[config.mk]
export PLATFORM = sky130hd
export DESIGN_NAME = psm_ram
export DESIGN_NICKNAME = d
export VERILOG_FILES = /design/src/sv/particle_swarm_sphere_minimizer_assert.svh /design/src/sv/psm_ram.sv
export SDC_FILE = /design/constraint.sdc
export NUM_CORES = 1
export LEC_CHECK = 0
export BUFFER_PORTS_ARGS = -buffer_cell sky130_fd_sc_hd__buf_4
export CAP_MARGIN = 20
export CELL_PAD_IN_SITES_DETAIL_PLACEMENT = 1
export CELL_PAD_IN_SITES_GLOBAL_PLACEMENT = 1
export CORE_UTILIZATION = 57
export CTS_CLUSTER_DIAMETER = 120
export DETAILED_ROUTE_END_ITERATION = 16
export PLACE_DENSITY_LB_ADDON = 0.1
export RECOVER_POWER = 100
export SYNTH_ARGS = -nofsm -noshare
export SYNTH_HDL_FRONTEND = slang
export SYNTH_SLANG_ARGS = --single-unit
[constraint.sdc]
create_clock -name clk -period 4.2 [get_ports clk]
set_input_delay 0 -clock clk [delete_from_list [all_inputs] [get_ports clk]]
set_output_delay 0 -clock clk [all_outputs]
set_load 0.03 [all_outputs]
[src/sv/particle_swarm_sphere_minimizer_assert.svh]
// assertion macros for the swarm minimizer
// no dependencies
`ifndef PARTICLE_SWARM_SPHERE_MINIMIZER_ASSERT_SVH
`define PARTICLE_SWARM_SPHERE_MINIMIZER_ASSERT_SVH
// implication checked every clock, quiet in reset
`define PSM_ASSERT_IMP(lbl, a, c) \
  lbl: assert property (@(posedge clk) disable iff (rst) (a) |-> (c)) else $error("lbl");
// next-cycle implication
`define PSM_ASSERT_NXT(lbl, a, c) \
  lbl: assert property (@(posedge clk) disable iff (rst) (a) |=> (c)) else $error("lbl");
`endif

[src/sv/psm_ram.sv]
// generic single write, single read ram with registered read
// no dependencies
`default_nettype none
module psm_ram #(
  parameter int Width = 8,
  parameter int Depth = 16
) (
  input  wire                      clk,
  input  wire                      we,
  input  wire [$clog2(Depth)-1:0]  waddr,
  input  wire [Width-1:0]          wdata,
  input  wire [$clog2(Depth)-1:0]  raddr,
  output logic [Width-1:0]         rdata
);
  logic [Width-1:0] mem [Depth];
  always_ff @(posedge clk) begin
    if (we) mem[waddr] <= wdata;
    rdata <= mem[raddr];
  end
endmodule
`default_nettype wire

* Yosys cells after proc, flatten, opt, wreduce, memory -nomap -nowiden
Memory sizes are Yosys's and may differ from the RTL's. A register that Yosys moved wholly into a read port is not among the register bits. Index checks and enable logic that the tools add are counted.
Storage, ports and cells: bits in registers 0, RAM bits 128, bits of input ports 18, output and inout bits 8, logic and storage cells 3, memories 1
Memory list:
- mem | words 16, bits a word 8, rd ports 1, clocked after memory_dff 1, write ports 1, RTL line psm_ram.sv:15 | logic [Width-1:0] mem [Depth];
Operators by class: mux-type cells 2
Operators with widths (count):
- 2-to-1 mux 1 bit | 2

* Logic depth before layout (Yosys ltp)
Gate-level depths: netlist (run 1).
depth after elaboration 2, depth in mapped cells 5

* Worst setup path after synthesis (run 1)
Ideal clock, no wire load.
path type input to register, start point in waddr[2], end point mem mem[0][0] (enable), library setup time 383 ps, data arrival time 1110 ps, data required time 3817 ps, path slack 2707 ps, cell stages on the path 2, path buffers 0, cell sequence or3b_2 nor3_1
RTL lines:
- start, declared | RTL line psm_ram.sv:10 | input wire [$clog2(Depth)-1:0] waddr,
- end, declared | RTL line psm_ram.sv:15
Straight into the memory's write port.

* Worst setup path after layout (run 1)
start point in waddr[1], end point mem mem[14][5] (enable)
Straight into the memory's write port.

==> results of run 1 <==
[flip-flops by register name (all words and copies together) (netlist names)]
name / count
rdata: 8
mem: 128
[cell usage after synthesis]
master           count
nand2_1              9
buf_6                3
nand2b_1             2
nor3_1               4
nor2_1              13
buf_2                3
and2_1               1
nor2b_1              1
nand3b_1             2
and2b_1              1
buf_4                1
a22oi_1             16
nand3_1              1
clkdlybuf4s25_2      3
or3b_2               1
dfxtp_1              8
mux4_1              14
edfxtp_1           128
mux4_2              18
[area by class of cell]
class	count	area share, %
Clock buffer	20	7.22
Tap cell	108	2.24
Timing Repair Buffer	40	4.13
Multi-Input combinational cell	83	17.5
Sequential cell	136	66.4
Clock inverter	12	2.53
[routing by layer]
layer / share of wire [%] / vias up / global-route usage, %
met5: 0 / - / 0
met4: 0.87 / 0 / 10.8
met2: 51 / 79 / 37.4
li1: - / 1070 / -
met1: 43 / 1291 / 33.0
met3: 4.7 / 9 / 4.19
[power groups by stage]
stage	Sequential [mW]	Clock (mW)	Combinational [mW]
global route	1.53	1.51	0.168
floorplan	1.57	0	0.0770
detailed placement	1.55	0	0.162
global placement	1.55	0	0.158
finish	1.53	1.45	0.157
CTS	1.53	1.47	0.170
[critical path, cell delays in order]
cell	delay, ns
dlygate4sd3_1	0.52
clkbuf_1	0.29
nand2b_1	0.22
nor2_1	0.81
[kinds of logic after synthesis]
| kind of cell | count (synthesis) | share of synthesized area, % |
|---|---|---|
| buffers and inverters | 10 | 1.68 |
| DFF | 136 | 77.8 |
| and+or+nand+nor | 35 | 3.18 |
| muxes | 32 | 15.0 |
| AOI/OAI and AO/OA | 16 | 2.33 |
[how the worst max path moves through the flow]
stage	from	end	slack, ns	cells after the start
after global routing	waddr[1]	mem[14][5]	2.38	4
after detailed placement	waddr[2]	mem[0][0]	2.20	3
after floorplan	waddr[2]	mem[0][0]	2.71	2
after global placement	waddr[2]	mem[0][0]	2.37	3
final	waddr[1]	mem[14][5]	2.48	4
after CTS	waddr[0]	mem[14][7]	2.62	4
[per-stage QoR]
| step | power, mW | utilization, % | area, sq um | cells | hold slack, ns |
|---|---|---|---|---|---|
| 5_1_grt | 3.20 | 69.2 | 6030 | 399 | 0.0145 |
| 4_1_cts | 3.17 | 69.9 | 6090 | 397 | 0.00608 |
| 3_5_place_dp | 1.72 | 62.0 | 5410 | 355 | 0.317 |
| 2_1_floorplan | 1.65 | - | 5150 | 229 | 0.0989 |
| 6_report | 3.14 | 69.2 | 6030 | 399 | -0.00208 |
| 3_3_place_gp | 1.71 | 62.0 | 5410 | 355 | 0.307 |
[cell usage in the layout, fill, tap and decap left out, drive strengths merged]
cell type    synthesis  final
a22oi               16     16
and2                 1      1
and2b                1      1
buf                  7      8
bufinv               0      3
clkbuf               0     41
clkinv               0      8
clkinvlp             0      1
dfxtp                8      8
dlygate4sd3          0     11
edfxtp             128    128
mux4                32     32
nand2                9      9
nand2b               2      2
nand3                1      1
nand3b               2      2
nor2                13     13
nor2b                1      1
nor3                 4      4
or3b                 1      1
==> metrics, run 1 <==
RSZ-0062 raised after global routing no; crit path DAT 1.85 ns; Hold Path Stages 3; Root Buffer clkbuf_8; Syn Std Cell Area 5150 sq um; antenna violations before repair 0; Die ar. 9410 sq um; DRC Markers 0; # hold bufs at CTS 10; setup ws final 2.48 ns; DR iter-0 viols 149; # IOs 26; Routed wire per std cell 26.1 um; Synth Instances 229; synth warn 0; failing checks hold timing; ANT cells 0; post-DR vias/cell just over 6; first-pass GRT wire length 15400 um; row count 34; post-CTS setup buffer count 0; Tmin final 1.72 ns; Port-buffer cells 25; Switching Share 20.5%; CTS tree built; Synth top area share 74.7%; Clock Sink Count 136; path depth of the worst reg2reg path 3; Clock Latency Late Sink about 0.5 ns; total wire length ~10000 um; grt ovf 0; Final Cycle Share ~41%; net switching power 0.642 mW; status finished, violations left; syn avg cell area 22.5 sq um; Area Growth Syn to Fin 17.2%; slew margin rel. 31.8%; via count of the first global-routing pass 2618; effective utilization at floorplan slightly below 60%; Die Height 97.0 um; Register Area 4000 sq um; combinational power share 5.0%; worst slew pin tran approximately 1 ns; Synth area leader edfxtp_1; largest net degree at the start of global routing 33; CP max FO 8; CTS max path bufs 2; pre-CTS setup slack 2.20 ns; Critical Path End Type flip-flop; fin nets ~300; Yosys cell types 19; CTS resizes 0; worst hold path class in2reg; LEAKAGE around 2.0 nW; Worst-path clk slew 0.06 ns; routed via count 2449; die width 97.0 um; Max Clk Rate 0.581 GHz; CORE AREA approximately 8700 sq um; final hold violations 2; Fin Setup TNS 0 ns; crit start category input port; synth top area cells edfxtp_1 (75%), mux4_2 (7.9%), mux4_1 (7.1%); total internal power 2.50 mW; reg-to-reg critical path endpoint rdata[1]; H-tree levels 4; worst setup path category in2reg; post-route ant nets 0; Tot GR Track Use approximately a quarter; reg2reg setup slack 2.73 ns; min-delay src waddr[3]; Peak supply drop 0.000299 V; Reg power frac 48.7%; Clk pwr share 46.3%; Num CTS Buffers 17; Seq/Total Area, Yosys 77.8%; Pwr Density 520 nW/um^2; post-DP HPWL 6150 um; area occupied by multi-input gates 1060 sq um; Hold Path Sink mem[0][6]; Final Max Tran Viols 0; Filler cells ~700; drt first pass iters 4; flops & latches, synth 136; syn_nets 247; Setup Skew 0.00988 ns; worst r2r src mem[1][1]; # setup viols final 0; gpl congestion 0.763; Worst EP required approximately 4.3 ns; hold_ws -0.00208 ns; max_cap viols 0; layout cells sized above 1 between 15 and 20%
Power figures use the tool's default switching activity.
==> run 2, diff against run 1 <==
--- a/config.mk
+++ b/config.mk
@@ -9,7 +9,7 @@
 export CAP_MARGIN = 20
 export CELL_PAD_IN_SITES_DETAIL_PLACEMENT = 1
 export CELL_PAD_IN_SITES_GLOBAL_PLACEMENT = 1
-export CORE_UTILIZATION = 57
+export CORE_UTILIZATION = 53
 export CTS_CLUSTER_DIAMETER = 120
 export DETAILED_ROUTE_END_ITERATION = 16
 export PLACE_DENSITY_LB_ADDON = 0.1
==> constraint.sdc (replaced) <==
create_clock -name clk -period 1.75 [get_ports clk]
set_input_delay 0 -clock clk [delete_from_list [all_inputs] [get_ports clk]]
set_output_delay 0 -clock clk [all_outputs]
set_load 0.03 [all_outputs]
==> metrics, run 2 (synthesis gave the netlist of run 1 again) <==
status finished clean; worst hold path class in2reg; worst slew pin tran 0.736 ns (-0.284 ns); crit path DAT 1.72 ns (-0.13 ns); max reg flops 128 (unchanged); Worst EP required 1.90 ns (-2.43 ns); Pwr Density 1240 nW/um^2 (+140%); total internal power 6.06 mW (+140%); CTS max path bufs 2 (unchanged); setup ws final 0.173 ns (-2.31 ns); DRC Markers 0 (unchanged); Largest stage delay, worst path 0.53 ns (-0.28 ns); Port-buffer cells 25 (unchanged); layout cells sized above 1 20.6% (+0.99 points); net switching power 1.63 mW (+150%); post-route ant nets 0 (unchanged); CORE AREA 9330 sq um (+7.0%); Num CTS Buffers 17 (unchanged); gpl congestion 0.747 (-2.2%); Final Cycle Share 90.1%; CTS tree built; routed via count 2567 (+4.8%); first-pass GRT wire length 17100 um (+11%); DR iter-0 viols 167 (+12%); Tmin final 1.58 ns; Hold Path Stages 4 (+1); path depth of the worst reg2reg path 3 (unchanged); via count of the first global-routing pass 2756 (+5.3%); row count 35 (+2.9%); grt ovf 0 (unchanged); Max Clk Rate 0.634 GHz; Clk pwr share 47.2% (+0.9 points); total wire length 11500 um (+10%); slew margin rel. 50.9% (+19 points); reg-to-reg critical path endpoint rdata[1]; Area Growth Syn to Fin 20.2%; Fin Setup TNS 0 ns (unchanged); Clock Sink Count 136 (unchanged); Root Buffer clkbuf_8; die width 101 um (+3.6%); Clock Latency Late Sink 0.52 ns (about the same); effective utilization at floorplan 55.2% (-3.8 points); fin nets 316 (+6.8%); Die Height 101 um (+3.6%); post-DP HPWL 6710 um (+9.1%); Die ar. 10100 sq um (+7.4%); # IOs 26 (unchanged); most common cell after layout, fill and taps aside edfxtp_1; Largest regs mem (128), rdata (8); most used cell, CP clkbuf_1; Setup Skew 0.00523 ns (-0.00465 ns); LEAKAGE 2.04 nW (+2.4%); worst r2r src mem[2][1]; slowest CP cell dlygate4sd3_1; drt first pass iters 4 (unchanged); Hold Path Sink rdata[2]; Top reg by flops mem; Final Max Tran Viols 0 (unchanged); final hold violations 0 (-2); commonest non-fill, non-tap cells in the layout edfxtp_1 (128), clkbuf_1 (36), mux4_2 (18); Tot GR Track Use 25.0% (+1.3 points); Reg power frac 47.7% (-1.0 points); CP max FO 8 (unchanged); Critical Path End Type flip-flop; RSZ-0062 raised after global routing no; CP Cell Sequence dlygate4sd3_1 -> clkbuf_1 -> nand2_1 -> nor2_1 -> clkbuf_1; crit start category input port; antenna violations before repair 0 (unchanged); post-CTS setup buffer count 0 (unchanged); worst setup path category in2reg; Worst-path clk slew 0.06 ns (about the same); largest net degree at the start of global routing 33 (unchanged); Routed wire per std cell 26.0 um (-0.17%); Switching Share 21.2% (+0.74 points); combinational power share 5.1% (about the same); Peak supply drop 0.000779 V (+160%); ANT cells 0 (unchanged); post-DR vias/cell 5.83 (-4.9%); min-delay src raddr[3]; H-tree levels 4 (unchanged); max_cap viols 0 (unchanged); # hold bufs at CTS 11 (+1); reg2reg setup slack 0.28 ns (-2.45 ns); # setup viols final 0 (unchanged); pre-CTS setup slack 0.187 ns (-2.02 ns); CTS resizes 0 (unchanged)
[run 2: cell types whose count changed in the layout (fill, tap and decap cells not counted), sizes merged]
| cell | change |
|---|---|
| buf | +5 |
| clkbuf | +14 |
| clkinv | -5 |
| clkinvlp | +3 |
| inv | +3 |
[run 2: per-stage QoR]
stage          hold WS, ns  util, %  instances  power [mW]  cell area [sq um]
6_report            0.0880     66.3        440        7.69               6190
5_1_grt              0.133     66.3        440        7.86               6190
4_1_cts             0.0102     67.8        440        7.75               6320
3_5_place_dp         0.316     60.1        397        4.14               5600
3_3_place_gp         0.303     60.1        397        4.12               5600
2_1_floorplan       0.0989        -        229        3.95               5150
[run 2: worst max-delay path, delay by kind of cell]
kind                   cells  cell delay [ns]
and+or+nand+nor            2             0.39
buffers and inverters      3             1.34
[run 2: area by class of cell]
type                       instances  area (sq um)
tap                              129           161
clock buffer                      19           442
fill                             782          3140
sequential                       136          4000
timing repair buffer              60           355
multi-input combinational         83          1060
clock inverter                    13           169
[run 2: how the worst max path moves through the flow]
| stage | slack, ns | from | to |
|---|---|---|---|
| 2_1_floorplan | 0.26 | waddr[2] | mem[0][0] |
| 3_3_place_gp | 0.26 | raddr[0] | rdata[3] |
| 3_5_place_dp | 0.19 | raddr[0] | rdata[1] |
| 4_1_cts | 0.28 | mem[2][1] | rdata[1] |
| 5_1_grt | 0.09 | waddr[1] | mem[15][6] |
| 6_report | 0.17 | waddr[1] | mem[15][6] |
[run 2: power groups by stage]
stage,clock (mW),combinational (mW),sequential [mW]
final,3.63,0.392,3.67
after global routing,3.77,0.420,3.67
after CTS,3.65,0.430,3.67
after detailed placement,0,0.409,3.73
after global placement,0,0.394,3.73
after floorplan,0,0.185,3.77
[run 2: layer usage]
layer | global-route usage [%] | routed length, um | up-vias
li1 | - | - | 1117
met1 | 34.6 | 5180 | 1364
met2 | 40.6 | 5600 | 78
met3 | 5.55 | 567 | 8
met4 | 7.36 | 104 | 0
met5 | 0 | 0 | -
==> run 3, diff against run 2 <==
--- a/config.mk
+++ b/config.mk
@@ -7,7 +7,7 @@
 export LEC_CHECK = 0
 export BUFFER_PORTS_ARGS = -buffer_cell sky130_fd_sc_hd__buf_4
 export CAP_MARGIN = 20
-export CELL_PAD_IN_SITES_DETAIL_PLACEMENT = 1
+export CELL_PAD_IN_SITES_DETAIL_PLACEMENT = 0
 export CELL_PAD_IN_SITES_GLOBAL_PLACEMENT = 1
 export CORE_UTILIZATION = 53
 export CTS_CLUSTER_DIAMETER = 120
==> metrics, run 3 (synthesis gave the netlist of run 1 again) <==
RSZ-0062 raised after global routing no; Final Max Tran Viols 0 (unchanged); Root Buffer clkbuf_8; CTS tree built; final hold violations 0 (unchanged); Final Cycle Share 88.0% (-2.2 points); Filler cells 652 (-17%); die width 101 um (unchanged); DR iter-0 viols 214 (+28%); Largest regs mem (128), rdata (8); total wire length 9790 um (-15%); CORE AREA 9330 sq um (unchanged); Max Clk Rate 0.650 GHz (+2.4%); crit start category input port; largest net degree at the start of global routing 33 (unchanged); antenna violations before repair 0 (unchanged); worst hold path class in2reg; slew margin rel. 52.7% (+1.7 points); H-tree levels 4 (unchanged); Fin Setup TNS 0 ns (unchanged); max_cap viols 0 (unchanged); gpl congestion 0.747 (unchanged); Clk pwr share 46.4% (-0.8 points); Top reg by flops mem; Clock Sink Count 136 (unchanged); layout cells sized above 1 19.9% (-0.64 points); row count 35 (unchanged); Tmin final 1.54 ns (-0.0377 ns); worst slew pin tran 0.710 ns (-0.0259 ns); post-DP HPWL 5820 um (-13%); Num CTS Buffers 17 (unchanged); post-DR vias/cell 5.75 (-1.4%); DRC Markers 0 (unchanged); Die ar. 10100 sq um (unchanged); Port-buffer cells 25 (unchanged); CTS resizes 0 (unchanged); commonest non-fill, non-tap cells in the layout edfxtp_1 (128), clkbuf_1 (37), mux4_2 (18); fin nets 316 (unchanged); Reg power frac 48.5% (+0.8 points); CP max FO 8 (unchanged); Worst EP required 1.89 ns (about the same); pre-CTS setup slack 0.221 ns (+0.0338 ns); via count of the first global-routing pass 2631 (-4.5%); Clock Latency Late Sink 0.51 ns (about the same); # IOs 26 (unchanged); routed via count 2530 (-1.4%); worst setup path category in2reg; total internal power 5.97 mW (-1.3%); first-pass GRT wire length 14900 um (-13%); net switching power 1.57 mW (-3.6%); ANT cells 0 (unchanged); Tot GR Track Use 21.5% (-3.5 points); grt ovf 0 (unchanged); drt first pass iters 4 (unchanged); Critical Path End Type flip-flop; LEAKAGE 2.03 nW (-0.55%); Area Growth Syn to Fin 19.8%; Pwr Density 1220 nW/um^2 (-1.5%); combinational power share 5.1% (about the same); Routed wire per std cell 22.3 um (-15%); Worst-path clk slew 0.06 ns (about the same); reg2reg setup slack 0.35 ns (+0.07 ns); effective utilization at floorplan 55.2% (unchanged); # setup viols final 0 (unchanged); status finished clean; post-route ant nets 0 (unchanged); most common cell after layout, fill and taps aside edfxtp_1; crit path DAT 1.68 ns (-0.04 ns); Setup Skew 0.00599 ns (+0.000761 ns); CTS max path bufs 2 (unchanged); max reg flops 128 (unchanged); setup ws final 0.211 ns (+0.0377 ns); Peak supply drop 0.000645 V (-17%); Die Height 101 um (unchanged); Switching Share 20.8% (-0.38 points)
==> run 3: cell count changes in the layout (fill, tap and decap cells not counted) <==
cell	change
clkinv_4	-1
inv_6	+1
clkinv_1	+1
clkbuf_8	-2
clkbuf_1	+1
==> run 3: per-layer routing <==
| layer | track usage (%) | share of wire [%] | vias up |
|---|---|---|---|
| li1 | - | - | 1113 |
| met1 | 31.3 | 46 | 1333 |
| met2 | 32.8 | 49 | 75 |
| met3 | 4.58 | 3.4 | 9 |
| met4 | 7.80 | 0.98 | 0 |
| met5 | 0 | 0 | - |
==> run 3: cell type report <==
type | instances | area, sq um | area share [%]
flip-flops and latches | 136 | 4000 | 64.9
multi-input cells | 83 | 1060 | 17.1
clock buffers | 18 | 418 | 6.77
repair buffers | 60 | 355 | 5.76
clock inverters | 14 | 173 | 2.80
well taps | 129 | 161 | 2.62
==> run 3: worst paths after layout <==
path / endpoint / start / cells after the start
max: mem[15][7] / waddr[0] / 5
min: mem[7][1] / waddr[3] / 3
max reg2reg: rdata[1] / mem[1][1] / 3
min reg2reg: rdata[6] / mem[15][6] / 3
==> run 3: per-stage QoR <==
| step | std cells | hold WS [ns] | total power, mW | area [sq um] | util, % |
|---|---|---|---|---|---|
| 2_1_floorplan | 229 | 0.0989 | 3.95 | 5150 | - |
| 3_3_place_gp | 397 | 0.303 | 4.12 | 5600 | 60.1 |
| 3_5_place_dp | 397 | 0.317 | 4.13 | 5600 | 60.1 |
| 4_1_cts | 440 | 0.0151 | 7.64 | 6300 | 67.6 |
| 5_1_grt | 440 | 0.0775 | 7.78 | 6170 | 66.1 |
| 6_report | 440 | 0.0744 | 7.55 | 6170 | 66.1 |
==> run 3: worst max-delay path, stage by stage <==
cell and delay (ns):
dlygate4sd3_1 0.53, clkbuf_1 0.30, nand2_1 0.21, nor2_1 0.14, clkbuf_1 0.50
==> run 3: power by group through the flow <==
stage	Sequential, mW	Combinational (mW)	Clock (mW)
detailed placement	3.73	0.400	0
global route	3.67	0.413	3.70
floorplan	3.77	0.185	0
CTS	3.66	0.419	3.56
global placement	3.73	0.394	0
finish	3.66	0.383	3.50
==> run 3: timing repair <==
action | in CTS | in global routing
endpoints found under the hold margin | 133 | 0
hold buffers | 11 | 0
buffers inserted | 0 | 0
